## config.mk

```make
export PLATFORM = sky130hd
export DESIGN_NAME = distance_vector_route_table
export DESIGN_NICKNAME = d
export VERILOG_FILES = /design/src/hw/rtl/dvrt_pkg.sv /design/src/hw/rtl/dvrt_ctrl.sv /design/src/hw/rtl/dvrt_datapath.sv /design/src/hw/rtl/distance_vector_route_table.sv
export SDC_FILE = /design/constraint.sdc
export NUM_CORES = 1
export LEC_CHECK = 0
export ABC_AREA = 1
export BUFFER_PORTS_ARGS = -buffer_cell sky130_fd_sc_hd__buf_2
export CORE_ASPECT_RATIO = 1.2
export CORE_UTILIZATION = 38
export DETAILED_ROUTE_END_ITERATION = 12
export RECOVER_POWER = 50
export SETUP_SLACK_MARGIN = 0.05
export SYNTH_ARGS = -nofsm -noshare
export SYNTH_HDL_FRONTEND = slang
export SYNTH_SLANG_ARGS = --single-unit
```

## constraint.sdc

```tcl
create_clock -name clk_i -period 6.45 [get_ports clk_i]
set_input_delay 0 -clock clk_i [delete_from_list [all_inputs] [get_ports clk_i]]
set_output_delay 0 -clock clk_i [all_outputs]
set_load 0.01 [all_outputs]
```

## src/hw/rtl/dvrt_pkg.sv

```systemverilog
// ----------------------------------------------------------------------------
// dvrt_pkg
// Shared codes, table entry layout and the command/status bundles that join
// the route table controller and datapath.
// ----------------------------------------------------------------------------
package dvrt_pkg;

  // input item kinds
  localparam logic [1:0] MODE_HELLO  = 2'd0;
  localparam logic [1:0] MODE_TABLE  = 2'd1;
  localparam logic [1:0] MODE_DATA   = 2'd2;
  localparam logic [1:0] MODE_LOOKUP = 2'd3;

  // result actions
  localparam logic [2:0] ACT_NONE     = 3'd0;
  localparam logic [2:0] ACT_ANNOUNCE = 3'd1;
  localparam logic [2:0] ACT_DELIVER  = 3'd2;
  localparam logic [2:0] ACT_FORWARD  = 3'd3;
  localparam logic [2:0] ACT_ANSWER   = 3'd4;

  // configuration register indexes
  localparam logic [1:0] CFG_LOCAL_ADDR     = 2'd0;
  localparam logic [1:0] CFG_BROADCAST_ADDR = 2'd1;
  localparam logic [1:0] CFG_INF_DISTANCE   = 2'd2;

  localparam logic [7:0]  LOCAL_ADDR_RST     = 8'd0;
  localparam logic [7:0]  BROADCAST_ADDR_RST = 8'd255;
  localparam logic [15:0] INF_DISTANCE_RST   = 16'd16;

  typedef struct packed {
    logic [7:0]  dest;
    logic [7:0]  hop;
    logic [15:0] metric;
  } route_entry_t;

  // which address the scan looks for
  typedef enum logic [1:0] {
    KEY_SRC,
    KEY_DST,
    KEY_TGT,
    KEY_CAND
  } key_sel_e;

  // what the result registers take
  typedef enum logic [2:0] {
    RES_NONE,
    RES_ANNOUNCE,
    RES_DELIVER,
    RES_FOUND,
    RES_MISSED
  } res_sel_e;

  typedef struct packed {
    logic      load;
    logic      cand_hello;
    logic      cand_table;
    logic      scan_start;
    key_sel_e  key_sel;
    logic      scan_next;
    logic      wr_replace;
    logic      wr_append;
    logic      res_en;
    res_sel_e  res_sel;
  } ctrl_cmd_t;

  typedef struct packed {
    logic [1:0] mode;
    logic       deliver;
    logic       forward;
    logic       ins_ok;
    logic       scan_end;
    logic       hit;
    logic       full;
    logic       base_ok;
    logic       better;
  } dp_status_t;

endpackage

```

## src/hw/rtl/dvrt_ctrl.sv

```systemverilog
// ----------------------------------------------------------------------------
// dvrt_ctrl
// Sequencer for the route table: dispatches an item, walks the table entry by
// entry through read and compare states and picks the table write and result.
// ----------------------------------------------------------------------------
module dvrt_ctrl
  import dvrt_pkg::*;
(
  input  logic       clk_i,
  input  logic       rst_ni,
  input  logic       start_i,
  output logic       busy_o,
  output logic       result_valid_o,
  input  dp_status_t status_i,
  output ctrl_cmd_t  cmd_o
);

  localparam logic [2:0] ST_IDLE     = 3'd0;
  localparam logic [2:0] ST_DISPATCH = 3'd1;
  localparam logic [2:0] ST_CHECK    = 3'd2;
  localparam logic [2:0] ST_READ     = 3'd3;
  localparam logic [2:0] ST_CMP      = 3'd4;

  localparam logic [1:0] PUR_SENDER = 2'd0;
  localparam logic [1:0] PUR_INSERT = 2'd1;
  localparam logic [1:0] PUR_LOOKUP = 2'd2;

  logic [2:0] state_q, state_d;
  logic [1:0] purpose_q, purpose_d;
  logic       valid_q, valid_d;

  always_comb begin
    state_d   = state_q;
    purpose_d = purpose_q;
    valid_d   = 1'b0;
    cmd_o     = '0;

    unique case (state_q)
      ST_IDLE: begin
        if (start_i) begin
          cmd_o.load = 1'b1;
          state_d    = ST_DISPATCH;
        end
      end

      ST_DISPATCH: begin
        unique case (status_i.mode)
          MODE_HELLO: begin
            cmd_o.cand_hello = 1'b1;
            state_d          = ST_CHECK;
          end
          MODE_TABLE: begin
            cmd_o.scan_start = 1'b1;
            cmd_o.key_sel    = KEY_SRC;
            purpose_d        = PUR_SENDER;
            state_d          = ST_READ;
          end
          MODE_DATA: begin
            if (status_i.deliver) begin
              cmd_o.res_en  = 1'b1;
              cmd_o.res_sel = RES_DELIVER;
              valid_d       = 1'b1;
              state_d       = ST_IDLE;
            end else if (status_i.forward) begin
              cmd_o.scan_start = 1'b1;
              cmd_o.key_sel    = KEY_DST;
              purpose_d        = PUR_LOOKUP;
              state_d          = ST_READ;
            end else begin
              cmd_o.res_en  = 1'b1;
              cmd_o.res_sel = RES_NONE;
              valid_d       = 1'b1;
              state_d       = ST_IDLE;
            end
          end
          MODE_LOOKUP: begin
            cmd_o.scan_start = 1'b1;
            cmd_o.key_sel    = KEY_TGT;
            purpose_d        = PUR_LOOKUP;
            state_d          = ST_READ;
          end
          default: state_d = ST_IDLE;
        endcase
      end

      // candidate route is in place: refuse it or search for its destination
      ST_CHECK: begin
        if (status_i.ins_ok) begin
          cmd_o.scan_start = 1'b1;
          cmd_o.key_sel    = KEY_CAND;
          purpose_d        = PUR_INSERT;
          state_d          = ST_READ;
        end else begin
          cmd_o.res_en  = 1'b1;
          cmd_o.res_sel = RES_NONE;
          valid_d       = 1'b1;
          state_d       = ST_IDLE;
        end
      end

      ST_READ: begin
        if (status_i.scan_end) begin
          cmd_o.res_en = 1'b1;
          valid_d      = 1'b1;
          state_d      = ST_IDLE;
          if (purpose_q == PUR_LOOKUP) begin
            cmd_o.res_sel = RES_MISSED;
          end else if (purpose_q == PUR_INSERT && !status_i.full) begin
            cmd_o.wr_append = 1'b1;
            cmd_o.res_sel   = RES_ANNOUNCE;
          end else begin
            cmd_o.res_sel = RES_NONE;
          end
        end else begin
          state_d = ST_CMP;
        end
      end

      ST_CMP: begin
        if (!status_i.hit) begin
          cmd_o.scan_next = 1'b1;
          state_d         = ST_READ;
        end else if (purpose_q == PUR_SENDER && status_i.base_ok) begin
          cmd_o.cand_table = 1'b1;
          state_d          = ST_CHECK;
        end else begin
          cmd_o.res_en = 1'b1;
          valid_d      = 1'b1;
          state_d      = ST_IDLE;
          if (purpose_q == PUR_LOOKUP) begin
            cmd_o.res_sel = RES_FOUND;
          end else if (purpose_q == PUR_INSERT && status_i.better) begin
            cmd_o.wr_replace = 1'b1;
            cmd_o.res_sel    = RES_ANNOUNCE;
          end else begin
            cmd_o.res_sel = RES_NONE;
          end
        end
      end

      default: state_d = ST_IDLE;
    endcase
  end

  always_ff @(posedge clk_i or negedge rst_ni) begin
    if (!rst_ni) begin
      state_q   <= ST_IDLE;
      purpose_q <= PUR_LOOKUP;
      valid_q   <= 1'b0;
    end else begin
      state_q   <= state_d;
      purpose_q <= purpose_d;
      valid_q   <= valid_d;
    end
  end

  assign busy_o         = (state_q != ST_IDLE);
  assign result_valid_o = valid_q;

endmodule

```

## src/hw/rtl/dvrt_datapath.sv

```systemverilog
// ----------------------------------------------------------------------------
// dvrt_datapath
// Item and configuration registers, the route table memory with its fill
// count, the scan pointer, the candidate route and the result registers.
// ----------------------------------------------------------------------------
module dvrt_datapath
  import dvrt_pkg::*;
#(
  parameter int TABLE_DEPTH = 32
) (
  input  logic        clk_i,
  input  logic        rst_ni,
  input  ctrl_cmd_t   cmd_i,
  output dp_status_t  status_o,
  input  logic        cfg_we_i,
  input  logic [1:0]  cfg_index_i,
  input  logic [15:0] cfg_data_i,
  input  logic [1:0]  mode_i,
  input  logic [7:0]  src_addr_i,
  input  logic [7:0]  dst_addr_i,
  input  logic [7:0]  next_addr_i,
  input  logic [7:0]  target_addr_i,
  input  logic [15:0] advertised_distance_i,
  output logic [2:0]  action_o,
  output logic [7:0]  route_to_o,
  output logic [7:0]  route_next_o,
  output logic [15:0] route_distance_o
);

  localparam int AW = $clog2(TABLE_DEPTH);
  localparam int CW = $clog2(TABLE_DEPTH + 1);
  localparam logic [CW-1:0] FULL_COUNT = CW'(TABLE_DEPTH);

  // configuration
  logic [7:0]  local_q, bcast_q;
  logic [15:0] inf_q;

  // current item
  logic [1:0]  mode_q;
  logic [7:0]  src_q, dst_q, nxt_q, tgt_q;
  logic [15:0] adv_q;

  // table and scan
  route_entry_t    mem_q [TABLE_DEPTH];
  route_entry_t    rdata_q;
  logic [CW-1:0]   count_q, idx_q;
  logic [7:0]      key_q, key_d;

  // candidate route
  logic [7:0]  cand_dest_q, cand_hop_q;
  logic [16:0] cand_dist_q;

  // result
  logic [2:0]  act_q, act_d, ans_act;
  logic [7:0]  to_q, to_d, next_q, next_d;
  logic [15:0] dist_q, dist_d;

  logic            mem_we;
  logic [AW-1:0]   mem_waddr;
  route_entry_t    mem_wdata;

  always_ff @(posedge clk_i or negedge rst_ni) begin
    if (!rst_ni) begin
      local_q <= LOCAL_ADDR_RST;
      bcast_q <= BROADCAST_ADDR_RST;
      inf_q   <= INF_DISTANCE_RST;
    end else if (cfg_we_i) begin
      unique case (cfg_index_i)
        CFG_LOCAL_ADDR:     local_q <= cfg_data_i[7:0];
        CFG_BROADCAST_ADDR: bcast_q <= cfg_data_i[7:0];
        CFG_INF_DISTANCE:   inf_q   <= cfg_data_i;
        default: ;
      endcase
    end
  end

  always_ff @(posedge clk_i) begin
    if (cmd_i.load) begin
      mode_q <= mode_i;
      src_q  <= src_addr_i;
      dst_q  <= dst_addr_i;
      nxt_q  <= next_addr_i;
      tgt_q  <= target_addr_i;
      adv_q  <= advertised_distance_i;
    end
  end

  always_comb begin
    unique case (cmd_i.key_sel)
      KEY_SRC:  key_d = src_q;
      KEY_DST:  key_d = dst_q;
      KEY_TGT:  key_d = tgt_q;
      KEY_CAND: key_d = cand_dest_q;
      default:  key_d = cand_dest_q;
    endcase
  end

  // slots fill in order and are never freed, so the fill count marks used slots
  always_ff @(posedge clk_i or negedge rst_ni) begin
    if (!rst_ni) begin
      count_q <= '0;
      idx_q   <= '0;
    end else begin
      if (cmd_i.wr_append) begin
        count_q <= count_q + CW'(1);
      end
      if (cmd_i.scan_start) begin
        idx_q <= '0;
      end else if (cmd_i.scan_next) begin
        idx_q <= idx_q + CW'(1);
      end
    end
  end

  always_ff @(posedge clk_i) begin
    if (cmd_i.scan_start) begin
      key_q <= key_d;
    end
    if (cmd_i.cand_hello) begin
      cand_dest_q <= src_q;
      cand_hop_q  <= src_q;
      cand_dist_q <= 17'd1;
    end else if (cmd_i.cand_table) begin
      cand_dest_q <= tgt_q;
      cand_hop_q  <= src_q;
      cand_dist_q <= {9'd0, rdata_q.metric[7:0]} + {1'b0, adv_q};
    end
  end

  assign mem_we    = cmd_i.wr_append || cmd_i.wr_replace;
  assign mem_waddr = cmd_i.wr_append ? count_q[AW-1:0] : idx_q[AW-1:0];
  assign mem_wdata = '{dest: cand_dest_q, hop: cand_hop_q, metric: cand_dist_q[15:0]};

  always_ff @(posedge clk_i) begin
    if (mem_we) begin
      mem_q[mem_waddr] <= mem_wdata;
    end
    rdata_q <= mem_q[idx_q[AW-1:0]];
  end

  assign status_o.mode     = mode_q;
  assign status_o.deliver  = (dst_q == local_q) || (dst_q == bcast_q);
  assign status_o.forward  = (nxt_q == local_q);
  assign status_o.ins_ok   = (cand_dist_q < {1'b0, inf_q}) && (cand_dest_q != local_q)
                             && (cand_hop_q != local_q);
  assign status_o.scan_end = (idx_q == count_q);
  assign status_o.hit      = (rdata_q.dest == key_q);
  assign status_o.full     = (count_q == FULL_COUNT);
  assign status_o.base_ok  = (rdata_q.metric[7:0] != 8'd0)
                             && ({8'd0, rdata_q.metric[7:0]} < inf_q);
  assign status_o.better   = (cand_dist_q < {1'b0, rdata_q.metric})
                             && (rdata_q.hop != cand_hop_q);

  assign ans_act = (mode_q == MODE_DATA) ? ACT_FORWARD : ACT_ANSWER;

  always_comb begin
    unique case (cmd_i.res_sel)
      RES_ANNOUNCE: begin
        act_d  = ACT_ANNOUNCE;
        to_d   = cand_dest_q;
        next_d = cand_hop_q;
        dist_d = cand_dist_q[15:0];
      end
      RES_DELIVER: begin
        act_d  = ACT_DELIVER;
        to_d   = dst_q;
        next_d = 8'd0;
        dist_d = 16'd0;
      end
      RES_FOUND: begin
        act_d  = ans_act;
        to_d   = key_q;
        next_d = rdata_q.hop;
        dist_d = rdata_q.metric;
      end
      RES_MISSED: begin
        act_d  = ans_act;
        to_d   = key_q;
        next_d = 8'd0;
        dist_d = inf_q;
      end
      default: begin
        act_d  = ACT_NONE;
        to_d   = 8'd0;
        next_d = 8'd0;
        dist_d = 16'd0;
      end
    endcase
  end

  always_ff @(posedge clk_i) begin
    if (cmd_i.res_en) begin
      act_q  <= act_d;
      to_q   <= to_d;
      next_q <= next_d;
      dist_q <= dist_d;
    end
  end

  assign action_o         = act_q;
  assign route_to_o       = to_q;
  assign route_next_o     = next_q;
  assign route_distance_o = dist_q;

endmodule

```

## src/hw/rtl/distance_vector_route_table.sv

```systemverilog
// ----------------------------------------------------------------------------
// distance_vector_route_table
// Distance-vector route table: learns neighbors and advertised routes,
// answers lookups and forwarding decisions, announces new or better routes.
// ----------------------------------------------------------------------------
// An item is taken when start_i is high while busy is low; busy stays high
// until the item is done, and exactly one result follows in the first cycle
// that busy is low again, marked by result_valid_o for a single cycle with no
// stall. The table memory has one read port and is walked one stored route at
// a time, each read and then compared; a table entry runs the sender search
// followed by the destination search, and a delivered or ignored data packet
// is finished at dispatch without a search. Reset empties the table at once.
// Configuration writes are always ready and are to be issued only while the
// block is idle.
// ----------------------------------------------------------------------------
module distance_vector_route_table
  import dvrt_pkg::*;
#(
  parameter int TABLE_DEPTH = 32
) (
  input  logic        clk_i,
  input  logic        rst_ni,
  input  logic        start_i,
  output logic        busy,
  input  logic [1:0]  mode_i,
  input  logic [7:0]  src_addr_i,
  input  logic [7:0]  dst_addr_i,
  input  logic [7:0]  next_addr_i,
  input  logic [7:0]  target_addr_i,
  input  logic [15:0] advertised_distance_i,
  output logic        result_valid_o,
  output logic [2:0]  action_o,
  output logic [7:0]  route_to_o,
  output logic [7:0]  route_next_o,
  output logic [15:0] route_distance_o,
  input  logic        cfg_valid_i,
  output logic        cfg_ready_o,
  input  logic [1:0]  cfg_index_i,
  input  logic [15:0] cfg_data_i
);

  ctrl_cmd_t  dp_cmd;
  dp_status_t dp_status;
  logic       cfg_we;

  assign cfg_ready_o = 1'b1;
  assign cfg_we      = cfg_valid_i && cfg_ready_o;

  dvrt_ctrl u_ctrl (
    .clk_i          (clk_i),
    .rst_ni         (rst_ni),
    .start_i        (start_i),
    .busy_o         (busy),
    .result_valid_o (result_valid_o),
    .status_i       (dp_status),
    .cmd_o          (dp_cmd)
  );

  dvrt_datapath #(
    .TABLE_DEPTH (TABLE_DEPTH)
  ) u_datapath (
    .clk_i                 (clk_i),
    .rst_ni                (rst_ni),
    .cmd_i                 (dp_cmd),
    .status_o              (dp_status),
    .cfg_we_i              (cfg_we),
    .cfg_index_i           (cfg_index_i),
    .cfg_data_i            (cfg_data_i),
    .mode_i                (mode_i),
    .src_addr_i            (src_addr_i),
    .dst_addr_i            (dst_addr_i),
    .next_addr_i           (next_addr_i),
    .target_addr_i         (target_addr_i),
    .advertised_distance_i (advertised_distance_i),
    .action_o              (action_o),
    .route_to_o            (route_to_o),
    .route_next_o          (route_next_o),
    .route_distance_o      (route_distance_o)
  );

  // every finished item produces its result strobe
  a_done_gives_result: assert property (@(posedge clk_i) disable iff (!rst_ni)
    $fell(busy) |-> result_valid_o)
    else $error("item finished without a result strobe");

  a_result_after_work: assert property (@(posedge clk_i) disable iff (!rst_ni)
    result_valid_o |-> $fell(busy))
    else $error("result strobe without a finished item");

  a_no_append_when_full: assert property (@(posedge clk_i) disable iff (!rst_ni)
    dp_cmd.wr_append |-> !dp_status.full)
    else $error("route appended to a full table");

  a_announce_nonzero: assert property (@(posedge clk_i) disable iff (!rst_ni)
    (result_valid_o && action_o == ACT_ANNOUNCE) |-> route_distance_o != 16'd0)
    else $error("announced route with zero distance");

endmodule

```

== Word level (Yosys, flattened, before mapping) ==
Memories as Yosys holds them, arrays and structs flattened. A register that Yosys moved wholly into a read port is not among the register bits.
Cells that the tools add are included.

* Latch bits: 0
* Bits in registers: 176
* Bits in writable memories: 1024
* Input bits: 72
* Bits in read-only memories: 0
* Memories: 1
* Word-level logic and storage cells: 157

{| class="wikitable"
|+ Memories
! name !! words !! width !! read ports !! clocked after memory_dff !! write ports !! RTL line !! text
|-
| u_datapath.mem_q || 32 || 32 || 1 || 1 || 1 || dvrt_datapath.sv:44 || <nowiki>route_entry_t mem_q [TABLE_DEPTH];</nowiki>
|}

* Divide/modulo/power cells: 0
* $add $sub $neg: 3
* Reduce and logical (&&, ||, !) cells: 26
* Multipliers: 0
* Bitwise logic cells: 0
* Multiplexer cells: 70
* Shift operators: 0
* Equality and inequality tests: 32
* $lt $le $gt $ge: 3

{| class="wikitable"
|+ Operators with widths
! kind !! count
|-
| $pmux 16 s3 || 1
|-
| $lt 17x16->1 || 2
|-
| $eq 8x8->1 || 4
|-
| $mux 8 || 4
|-
| $pmux 8 s4 || 1
|-
| $mux 3 || 9
|-
| $pmux 3 s3 || 3
|-
| $mux 1 || 26
|-
| $mux 4 || 6
|-
| $ne 8x8->1 || 3
|-
| $pmux 8 s3 || 1
|-
| $add 8x16->17 || 1
|-
| $lt 8x16->1 || 1
|-
| $mux 2 || 8
|-
| $pmux 4 s4 || 1
|-
| $pmux 8 s2 || 1
|-
| $pmux 3 s5 || 1
|-
| $add 6x1->6 const B || 2
|-
| $eq 2x2->1 const B || 6
|-
| $eq 3x2->1 const B || 4
|-
| $mux 6 || 2
|-
| $mux 5 || 2
|-
| $eq 2x1->1 const B || 4
|-
| $logic_not 2->1 || 4
|-
| 21 further kinds || 37
|}

== Longest topological paths before layout ==
Gate-level depths: netlist (run 1).

* Word-level depth: 11
* Depth in mapped cells: 16

== Hierarchy ==
Synthesis (run 1) repeated with hierarchy kept, for this count alone.

* Cell total of the unflattened synthesis: 4331
* Area, all modules: 50897.6 sq um

{| class="wikitable"
|+ By module, submodules not included
! module !! cells each !! area an instance (sq um) !! instances !! sequential area each (sq um)
|-
| dvrt_datapath || 4237 || 50303.2 || 1 || 36115.9
|-
| dvrt_ctrl || 92 || 583.1 || 1 || 151.4
|-
| distance_vector_route_table || 2 || 11.3 || 1 || 0.0
|}

== Worst setup path after synthesis (run 1) ==
OpenSTA, ideal clock, no wires.

* Kind: register -> register
* From: register u_datapath.inf_q[3]
* To: register u_datapath.act_q[0] (netlist: u_datapath.action_o[0]) (enable)
* Cell stages (with the launch flop): 11
* Data arrival time: 3679 ps
* Clock period less this slack: 4157 ps
* Library setup time: 478 ps
* Path slack: 2293 ps
* Path through: dfrtp_1 -> inv_1 -> ha_1 -> nand2_1 -> o21ai_0 -> nand4_1 -> nand2_1 -> nand2_1 -> nand2_1 -> inv_1 -> o21ai_0

{| class="wikitable"
|+ RTL lines
! item !! RTL line !! text
|-
| start: declaration || dvrt_datapath.sv:36 || <nowiki>logic [15:0] inf_q;</nowiki>
|-
| start signal: assignment || dvrt_datapath.sv:71 || <nowiki>CFG_INF_DISTANCE: inf_q <= cfg_data_i;</nowiki>
|-
| end signal: assignment || dvrt_datapath.sv:193 || <nowiki>act_q <= act_d;</nowiki>
|-
| end: declaration || dvrt_datapath.sv:54 || <nowiki>logic [2:0] act_q, act_d, ans_act;</nowiki>
|}

== Final worst setup path (run 1) ==
* From: register u_datapath.cand_hop_q[4]
* To: memory u_datapath.mem_q[4][13] (netlist bit) (enable)

* Cells in the longest elaborated chain, start to end: 11

{| class="wikitable"
|+ RTL lines
! item !! RTL line !! text
|-
| start: declaration || dvrt_datapath.sv:50 || <nowiki>logic [7:0] cand_dest_q, cand_hop_q;</nowiki>
|-
| start signal: assignment || dvrt_datapath.sv:121 || <nowiki>cand_hop_q <= src_q;</nowiki>
|-
| start signal: assignment || dvrt_datapath.sv:125 || <nowiki>cand_hop_q <= src_q;</nowiki>
|-
| $ne 8x8->1 || dvrt_datapath.sv:152 || <nowiki>&& (rdata_q.hop != cand_hop_q);</nowiki>
|-
| $logic_and 1x1->1 || dvrt_datapath.sv:152 ||
|-
| $logic_and 1x1->1 || dvrt_ctrl.sv:132 || <nowiki>end else if (purpose_q == PUR_INSERT && status_i.better) begin</nowiki>
|-
| $mux 1 || dvrt_ctrl.sv:132 ||
|-
| $mux 1 || dvrt_ctrl.sv:130 || <nowiki>if (purpose_q == PUR_LOOKUP) begin</nowiki>
|-
| $mux 1 || dvrt_ctrl.sv:123 || <nowiki>end else if (purpose_q == PUR_SENDER && status_i.base_ok) begin</nowiki>
|-
| $mux 1 || dvrt_ctrl.sv:120 || <nowiki>if (!status_i.hit) begin</nowiki>
|-
| $mux 2 || dvrt_ctrl.sv:38 || <nowiki>unique case (state_q)</nowiki>
|-
| $logic_or 1x1->1 || dvrt_datapath.sv:130 || <nowiki>assign mem_we = cmd_i.wr_append || cmd_i.wr_replace;</nowiki>
|-
| $mux 1 || dvrt_datapath.sv:135 || <nowiki>if (mem_we) begin</nowiki>
|-
| $mux 1 (implied by the code) || dvrt_datapath.sv:136 || <nowiki>mem_q[mem_waddr] <= mem_wdata;</nowiki>
|-
| end: declaration || dvrt_datapath.sv:44 ||
|}

No other way between the ends.

==> results.md, run 1 <==
- YS warnings: 0
- Die span in y: 399 um
- Power per cell area: ~370 nW/um2
- Status: finished, violations left
- CTS sink count: between 1k and 1.5k
- Final Net Count: 4231
- Initial Util: roughly two fifths
- Clock tree buffer depth: 3
- HP Class: primary input to flip-flop
- Cell area after synthesis: between 40000 and 50000 um2
- Netlist cell types: 53
- Clock transition at the registers of the reported paths: 0.06 ns
- Number of max-cap violations: 32
- Vias in the first global route: 31.3k
- Crit Path Max Fanout: 36
- Ys async rst share: 4.06%
- Fmax: between 150 and 200 MHz
- GP Congestion: 0.878
- Dominant synthesized flop cell: edfxtp_1
- RSZ-0062 raised after global routing: no
- Total clock buffers created by CTS: 112
- Post-Syn Nets: 4056
- Critical Path RT: around 6.8 ns
- Setup Viol. Count Final: 0
- Die ar.: about 130000 um2
- Chip width: 333 um
- All-layer global routing usage: 21.5%
- P&R area growth vs syn: 14.6%
- First-pass GRT wire length: 211000 um
- Design Power: 0.0213 W
- Share of cells above drive strength 1: 9.43%
- Vias per inst: 5.53
- PortBufs: around 110
- Clock Latency Late Sink: around 0.73 ns
- Yosys reg bits: between 1k and 1.5k
- Seq/Total Area, Yosys: ~73%
- CTS H-Tree Depth: 3
- Setup CP Type: flip-flop to flip-flop
- Worst setup SP type: flip-flop
- # resized after CTS: 0
- # rows: 145
- EDFF count, synth: 1133
- Worst-Margin Slew: a little under 3 ns
- Largest net degree at the start of global routing: 150
- Drt first pass iters: 5
- Final hold vios: 0
- CTS tree: built
- Max_slew headroom: -95.6%
- Initial DRC count: approximately 3.5k
- Hpwl dp: about 86000 um
- Final slew viol count: 1185
- FILL cells: 11.8k
- Total wire length: 145000 um
- Io pins: 110
- Core area: 130000 um2
- Min Tclk post-route: approximately 5.2 ns
- Worst IR Drop VDD: 0.000297 V
- Final ANT Viol Nets: 0
- Setup crit end kind: flip-flop
- Initial antenna violation count: 0
- Synth Area per Inst: 12.7 um2
- Wire per inst: 24.5 um
- Setup_tns: 0 ns
- # Post-CTS Setup Buffers: 0
- Routed vias: between 30k and 40k
- Violated checks: capacitance limit, slew limit
- Hold_buf cts: around 120
- Synth Instances: 3929
- Clock skew: 0.0265 ns
- Leakage: 19.8 nW
- Root buffer cell: clkbuf_16
- DRC violations left: 0
- Grt total ovfl: 0
- Period utilisation layout: 80.2%
- Worst Path Arrival: around 5.5 ns
[cells in the mapped netlist (all sizes together), types with 29 or more instances]
cell type	number	area share, %
edfxtp	1133	68
nand2	340	2.7
o21ai	604	6.1
o22ai	172	2.2
o221ai	99	1.7
nor2	635	4.8
a21oi	36	0.36
o211ai	29	0.44
dfrtp	40	2.0
nand4	84	1.1
inv	154	1.2
dfxtp	49	2.0
ha	54	1.4
clkbuf	162	1.2
buf	80	0.93
xnor2	30	0.53
nand3	131	1.5
[area by class of cell]
class | count | area, um2 | area share [%]
flip-flops and latches | 1232 | 36300 | 63.3
multi-input cells | 2301 | 12300 | 21.5
clock buffers | 127 | 2890 | 5.04
repair buffers | 303 | 2170 | 3.78
well taps | 1690 | 2110 | 3.69
clock inverters | 84 | 925 | 1.61
inverters | 154 | 592 | 1.03
diodes | 1 | 2.50 | 0.00437
[placed cells by master, fill, tap and decap left out, drive strengths merged, types with 9 or more instances in the layout]
cell and n:
edfxtp 1133, nor2 635, o21ai 604, nand2 340, clkbuf 200, o22ai 172
inv 158, nand3 131, dlygate4sd3 124, buf 106, o221ai 99, nand4 84
ha 54, clkinv 53, dfxtp 49, dfrtp 40, a21oi 36, xnor2 30
o211ai 29, xor2 25, bufinv 17, a21o 16, nor3 13, clkinvlp 10
dfstp 10, mux2 9
[layer usage]
metal | routed length (um) | global-route usage [%]
met5 | 0 | 0
met4 | 6970 | 10.1
met3 | 9600 | 2.81
met1 | 57900 | 28.0
met2 | 70100 | 35.8
[logic make-up after synthesis]
| group | after synthesis | share of synthesized area, % |
|---|---|---|
| xor+xnor | 55 | 0.964 |
| buf+inv | 396 | 3.31 |
| other cells | 1 | 0.00750 |
| mux | 9 | 0.203 |
| compound gates | 965 | 11.2 |
| flops | 1232 | 72.5 |
| simple gates | 1216 | 10.4 |
| fa+ha+maj | 55 | 1.39 |
[sequential cells by signal, indices dropped and copies added (netlist names), 6 cells and up]
name,count
u_datapath.mem_q,1024
u_datapath.inf_q,16
u_datapath.tgt_q,8
u_datapath.idx_q,6
u_datapath.dst_q,8
u_datapath.route_to_o,8
u_datapath.adv_q,16
u_datapath.key_q,8
u_datapath.local_q,8
u_datapath.cand_dist_q,17
u_datapath.bcast_q,8
u_datapath.route_next_o,8
u_datapath.route_distance_o,16
u_datapath.cand_dest_q,8
u_datapath.src_q,8
u_datapath.count_q,6
u_datapath.rdata_q,32
u_datapath.cand_hop_q,8
u_datapath.nxt_q,8
[critical path: stages, from the launching register on]
cell      delay [ns]
edfxtp_1        0.32
clkbuf_1        1.68
inv_1           0.32
nor2_1          0.19
nor4_1          0.06
nand3_1         0.12
nand3_1         0.09
nor2_1          0.13
nand2_2         0.11
nand2_8         0.31
nand3_4         0.33
nor2_4          1.05
[worst paths after layout]
path	start	endpoint	slack, ns	cells after the start
worst max-delay path	u_datapath.cand_hop_q[4]	u_datapath.mem_q[4][13]	1.28	11
worst min-delay path	cfg_data_i[9]	u_datapath.inf_q[9]	0.07	4
min in group asynchronous	rst_ni	u_datapath.inf_q[12]	1.44	4
worst min register to register	u_datapath.inf_q[7]	u_datapath.inf_q[7]	0.49	2
worst max register to register	u_datapath.cand_hop_q[4]	u_datapath.mem_q[4][13]	1.28	11
max in group asynchronous	rst_ni	u_datapath.idx_q[2]	2.95	4
[report_power, final]
group	internal [W]	total, W	switching (W)
Clock	0.00392	0.00694	0.00302
Sequential	0.00921	0.00958	0.000372
Combinational	0.00125	0.00475	0.00351
Total	0.0144	0.0213	0.00690
[per-stage QoR]
step	instance area, um2	hold WS (ns)	setup WS, ns	utilization (%)	std cells
detailed placement	52400	0.175	2.01	40.2	5556
floorplan	50000	-0.296	2.29	-	3929
global placement	52400	0.169	2.07	40.2	5556
finish	57300	0.0675	1.28	44.0	5892
global route	57300	0.0892	0.996	44.0	5891
CTS	57500	0.0166	1.99	44.1	5891
(Power assumes the default switching activity.)
==> run 2, diff against run 1 <==
==> constraint.sdc (replaced) <==
create_clock -name clk_i -period 4.68 [get_ports clk_i]
set_input_delay 0 -clock clk_i [delete_from_list [all_inputs] [get_ports clk_i]]
set_output_delay 0 -clock clk_i [all_outputs]
set_load 0.01 [all_outputs]
==> run 2 against run 1 <==
  * Critical endpoint is now u_datapath.mem_q[25][10]
  * The run still ends with capacitance limit, slew limit left
  * Utilization rose by 0.36 points
  * Die area did not move
  * Combinational power rose by 35%
==> results.md, run 2 (same netlist as run 1, synthesis figures left out) <==
- Status: finished, violations left (unchanged)
- Violated checks: capacitance limit, slew limit (unchanged)
- Final hold vios: 0 (unchanged)
- Worst path bufs/invs: 2 (unchanged)
- Pre-CTS WS: 1.15 ns (was 2.01 ns)
- Crit Path Max Fanout: 34 (was 36)
- Routed vias: 32.9k (was 32.6k)
- Max FFs per register: 1024 (unchanged)
- Critical path's top delay family: buffers and inverters (was simple AND/OR/NAND/NOR gates)
- Grt total ovfl: 0 (unchanged)
- # Post-CTS Setup Buffers: 0 (unchanged)
- Die span in y: 399 um (unchanged)
- CTS H-Tree Depth: 3 (unchanged)
- PortBufs: 108 (unchanged)
- Setup_tns: 0 ns (unchanged)
- RSZ-0062 raised after global routing: no (unchanged)
- Final Net Count: 4298 (was 4231)
- Period utilisation layout: 84.1% (was 80.2%)
- Initial Util: 38.4% (unchanged)
- Commonest non-fill, non-tap cell in the layout: edfxtp_1 (unchanged)
- Setup CP Type: flip-flop to flip-flop (unchanged)
- Total clock buffers created by CTS: 111 (was 112)
- Root buffer cell: clkbuf_16 (unchanged)
- Leakage: 20.1 nW (was 19.8 nW)
- Clock skew: 0.0346 ns (was 0.0265 ns)
- HP Class: primary input to flip-flop (unchanged)
- Largest net degree at the start of global routing: 189 (was 150)
- Crit path from: u_datapath.cand_hop_q[0] (was u_datapath.cand_hop_q[4])
- Setup crit end kind: flip-flop (unchanged)
- All-layer global routing usage: 21.4% (was 21.5%)
- Biggest register: u_datapath.mem_q (unchanged)
- Final slew viol count: 639 (was 1185)
- CTS tree: built (unchanged)
- Worst IR Drop VDD: 0.000440 V (was 0.000297 V)
- Worst Slack Setup Final: 0.742 ns (was 1.28 ns)
- # diodes: 0 (was 1)
- Placed inst area: 53000 um2 (was 52400 um2)
- Worst-Margin Slew: 3.04 ns (was 2.93 ns)
- Power per cell area: 500 nW/um2 (was 371 nW/um2)
- Hpwl dp: 89900 um (was 85900 um)
- Worst setup SP type: flip-flop (unchanged)
- Total wire length: 145000 um (about the same)
- Number of max-cap violations: 19 (was 32)
- Wire per inst: 24.3 um (was 24.5 um)
- Clock Latency Late Sink: 0.73 ns (about the same)
- Clock tree buffer depth: 3 (unchanged)
- Drt first pass iters: 5 (unchanged)
- Regs by FF count: u_datapath.mem_q (1024), u_datapath.rdata_q (32), u_datapath.cand_dist_q (17) (unchanged)
- Final ANT Viol Nets: 0 (unchanged)
- Reg2reg start: u_datapath.cand_hop_q[0] (was u_datapath.cand_hop_q[4])
- Max_slew headroom: -103% (was -95.6%)
- Most frequent cells in the layout: edfxtp_1 (1133), nor2_1 (600), o21ai_0 (565), nand2_1 (319), o22ai_1 (172) (was edfxtp_1 (1133), nor2_1 (599), o21ai_0 (565), nand2_1 (319), o22ai_1 (172))
- Hold Startpoint: cfg_data_i[15] (was cfg_data_i[9])
- CP max stage cell: clkbuf_1 (unchanged)
- Worst Path Arrival: 4.29 ns (was 5.50 ns)
- Vias in the first global route: 31.7k (was 31.3k)
- Worst path cell trace: clkbuf_1 > xor2_1 > nor2_1 > nand3_1 > nand3_1 > nor2_1 > nand2_2 > nand2_8 > nand3_4 > nor2_4 > buf_4 (was clkbuf_1 > inv_1 > nor2_1 > nor4_1 > nand3_1 > nand3_1 > nor2_1 > nand2_2 > nand2_8 > nand3_4 > nor2_4)
- Hold_buf cts: 130 (was 124)
- Io pins: 110 (unchanged)
- GP Congestion: 0.882 (was 0.878)
- Critical Path RT: 5.03 ns (was 6.77 ns)
- P&R area growth vs syn: 15.6% (was 14.6%)
- First-pass GRT wire length: 212000 um (was 211000 um)
- Setup Viol. Count Final: 0 (unchanged)
- Initial antenna violation count: 0 (unchanged)
- Fmax: 254 MHz (was 193 MHz)
- Initial DRC count: 3258 (was 3465)
- Clock transition at the registers of the reported paths: 0.07 ns (was 0.06 ns)
- # resized after CTS: 0 (unchanged)
- Die ar.: 133000 um2 (unchanged)
- Chip width: 333 um (unchanged)
- Core area: 130000 um2 (unchanged)
- Final instance area: 57800 um2 (was 57300 um2)
- CTS sink count: 1232 (unchanged)
- # rows: 145 (unchanged)
- Post-layout util: 44.4% (was 44.0%)
- Share of cells above drive strength 1: 10.8% (was 9.43%)
- Slowest stage delay, CP: 1.35 ns (was 1.68 ns)
- Hold Slack: 0.0780 ns (was 0.0675 ns)
- Min Tclk post-route: 3.94 ns (was 5.17 ns)
- Vias per inst: 5.53 (about the same)
- DRC violations left: 0 (unchanged)
run 2: changes by cell type in the layout (fill, tap and decap cells not counted), sizes merged:
cell / delta
dlygate4sd3: +6
buf: +73
clkbuf: -3
clkinvlp: -4
bufinv: -6
diode: -1
inv: -1
run 2: layout make-up:
cell class / instances / area (um2)
sequential: 1232 / 36300
multi-input combinational: 2301 / 12300
timing repair buffer: 371 / 2850
clock buffer: 135 / 2910
fill: 11762 / 72500
inverter: 154 / 592
clock inverter: 73 / 709
tap: 1690 / 2110
run 2: through the flow:
| step | power, W | std cells |
|---|---|---|
| final | 0.0289 | 5956 |
| after global routing | 0.0300 | 5956 |
| after CTS | 0.0290 | 5956 |
| after detailed placement | 0.0198 | 5618 |
| after global placement | 0.0198 | 5618 |
| after floorplan | 0.0156 | 3929 |
run 2: final timing paths:
path                       slack, ns                       end  depth (start not counted)
max in group asynchronous       1.05       u_datapath.idx_q[1]                          4
min in group asynchronous       1.45       u_datapath.inf_q[9]                          4
hold / removal                  0.08      u_datapath.inf_q[15]                          4
setup reg to reg                0.74  u_datapath.mem_q[25][10]                         11
hold reg to reg                 0.49       u_datapath.inf_q[6]                          2
setup / recovery                0.74  u_datapath.mem_q[25][10]                         11
run 2: where the power goes:
part	leakage (nW)	internal, W	switching (W)
registers	11.6	0.0127	0.000606
clock network	1.77	0.00505	0.00413
logic	6.79	0.00178	0.00465
total	20.1	0.0195	0.00938
run 2: worst min-delay path: cells and delay by family:
kind | cells | cell delay [ns]
compound gates | 1 | 0.11
buf+inv | 2 | 0.61
simple gates | 1 | 0.03
run 2: layer usage:
metal	track usage, %	share of wire, %	vias up	wire length, um
met4	9.08	4.0	0	5780
li1	-	-	14925	-
met2	37.3	50	1246	72500
met5	0	0	-	0
met3	2.37	6.0	221	8700
met1	27.0	40	16533	57700
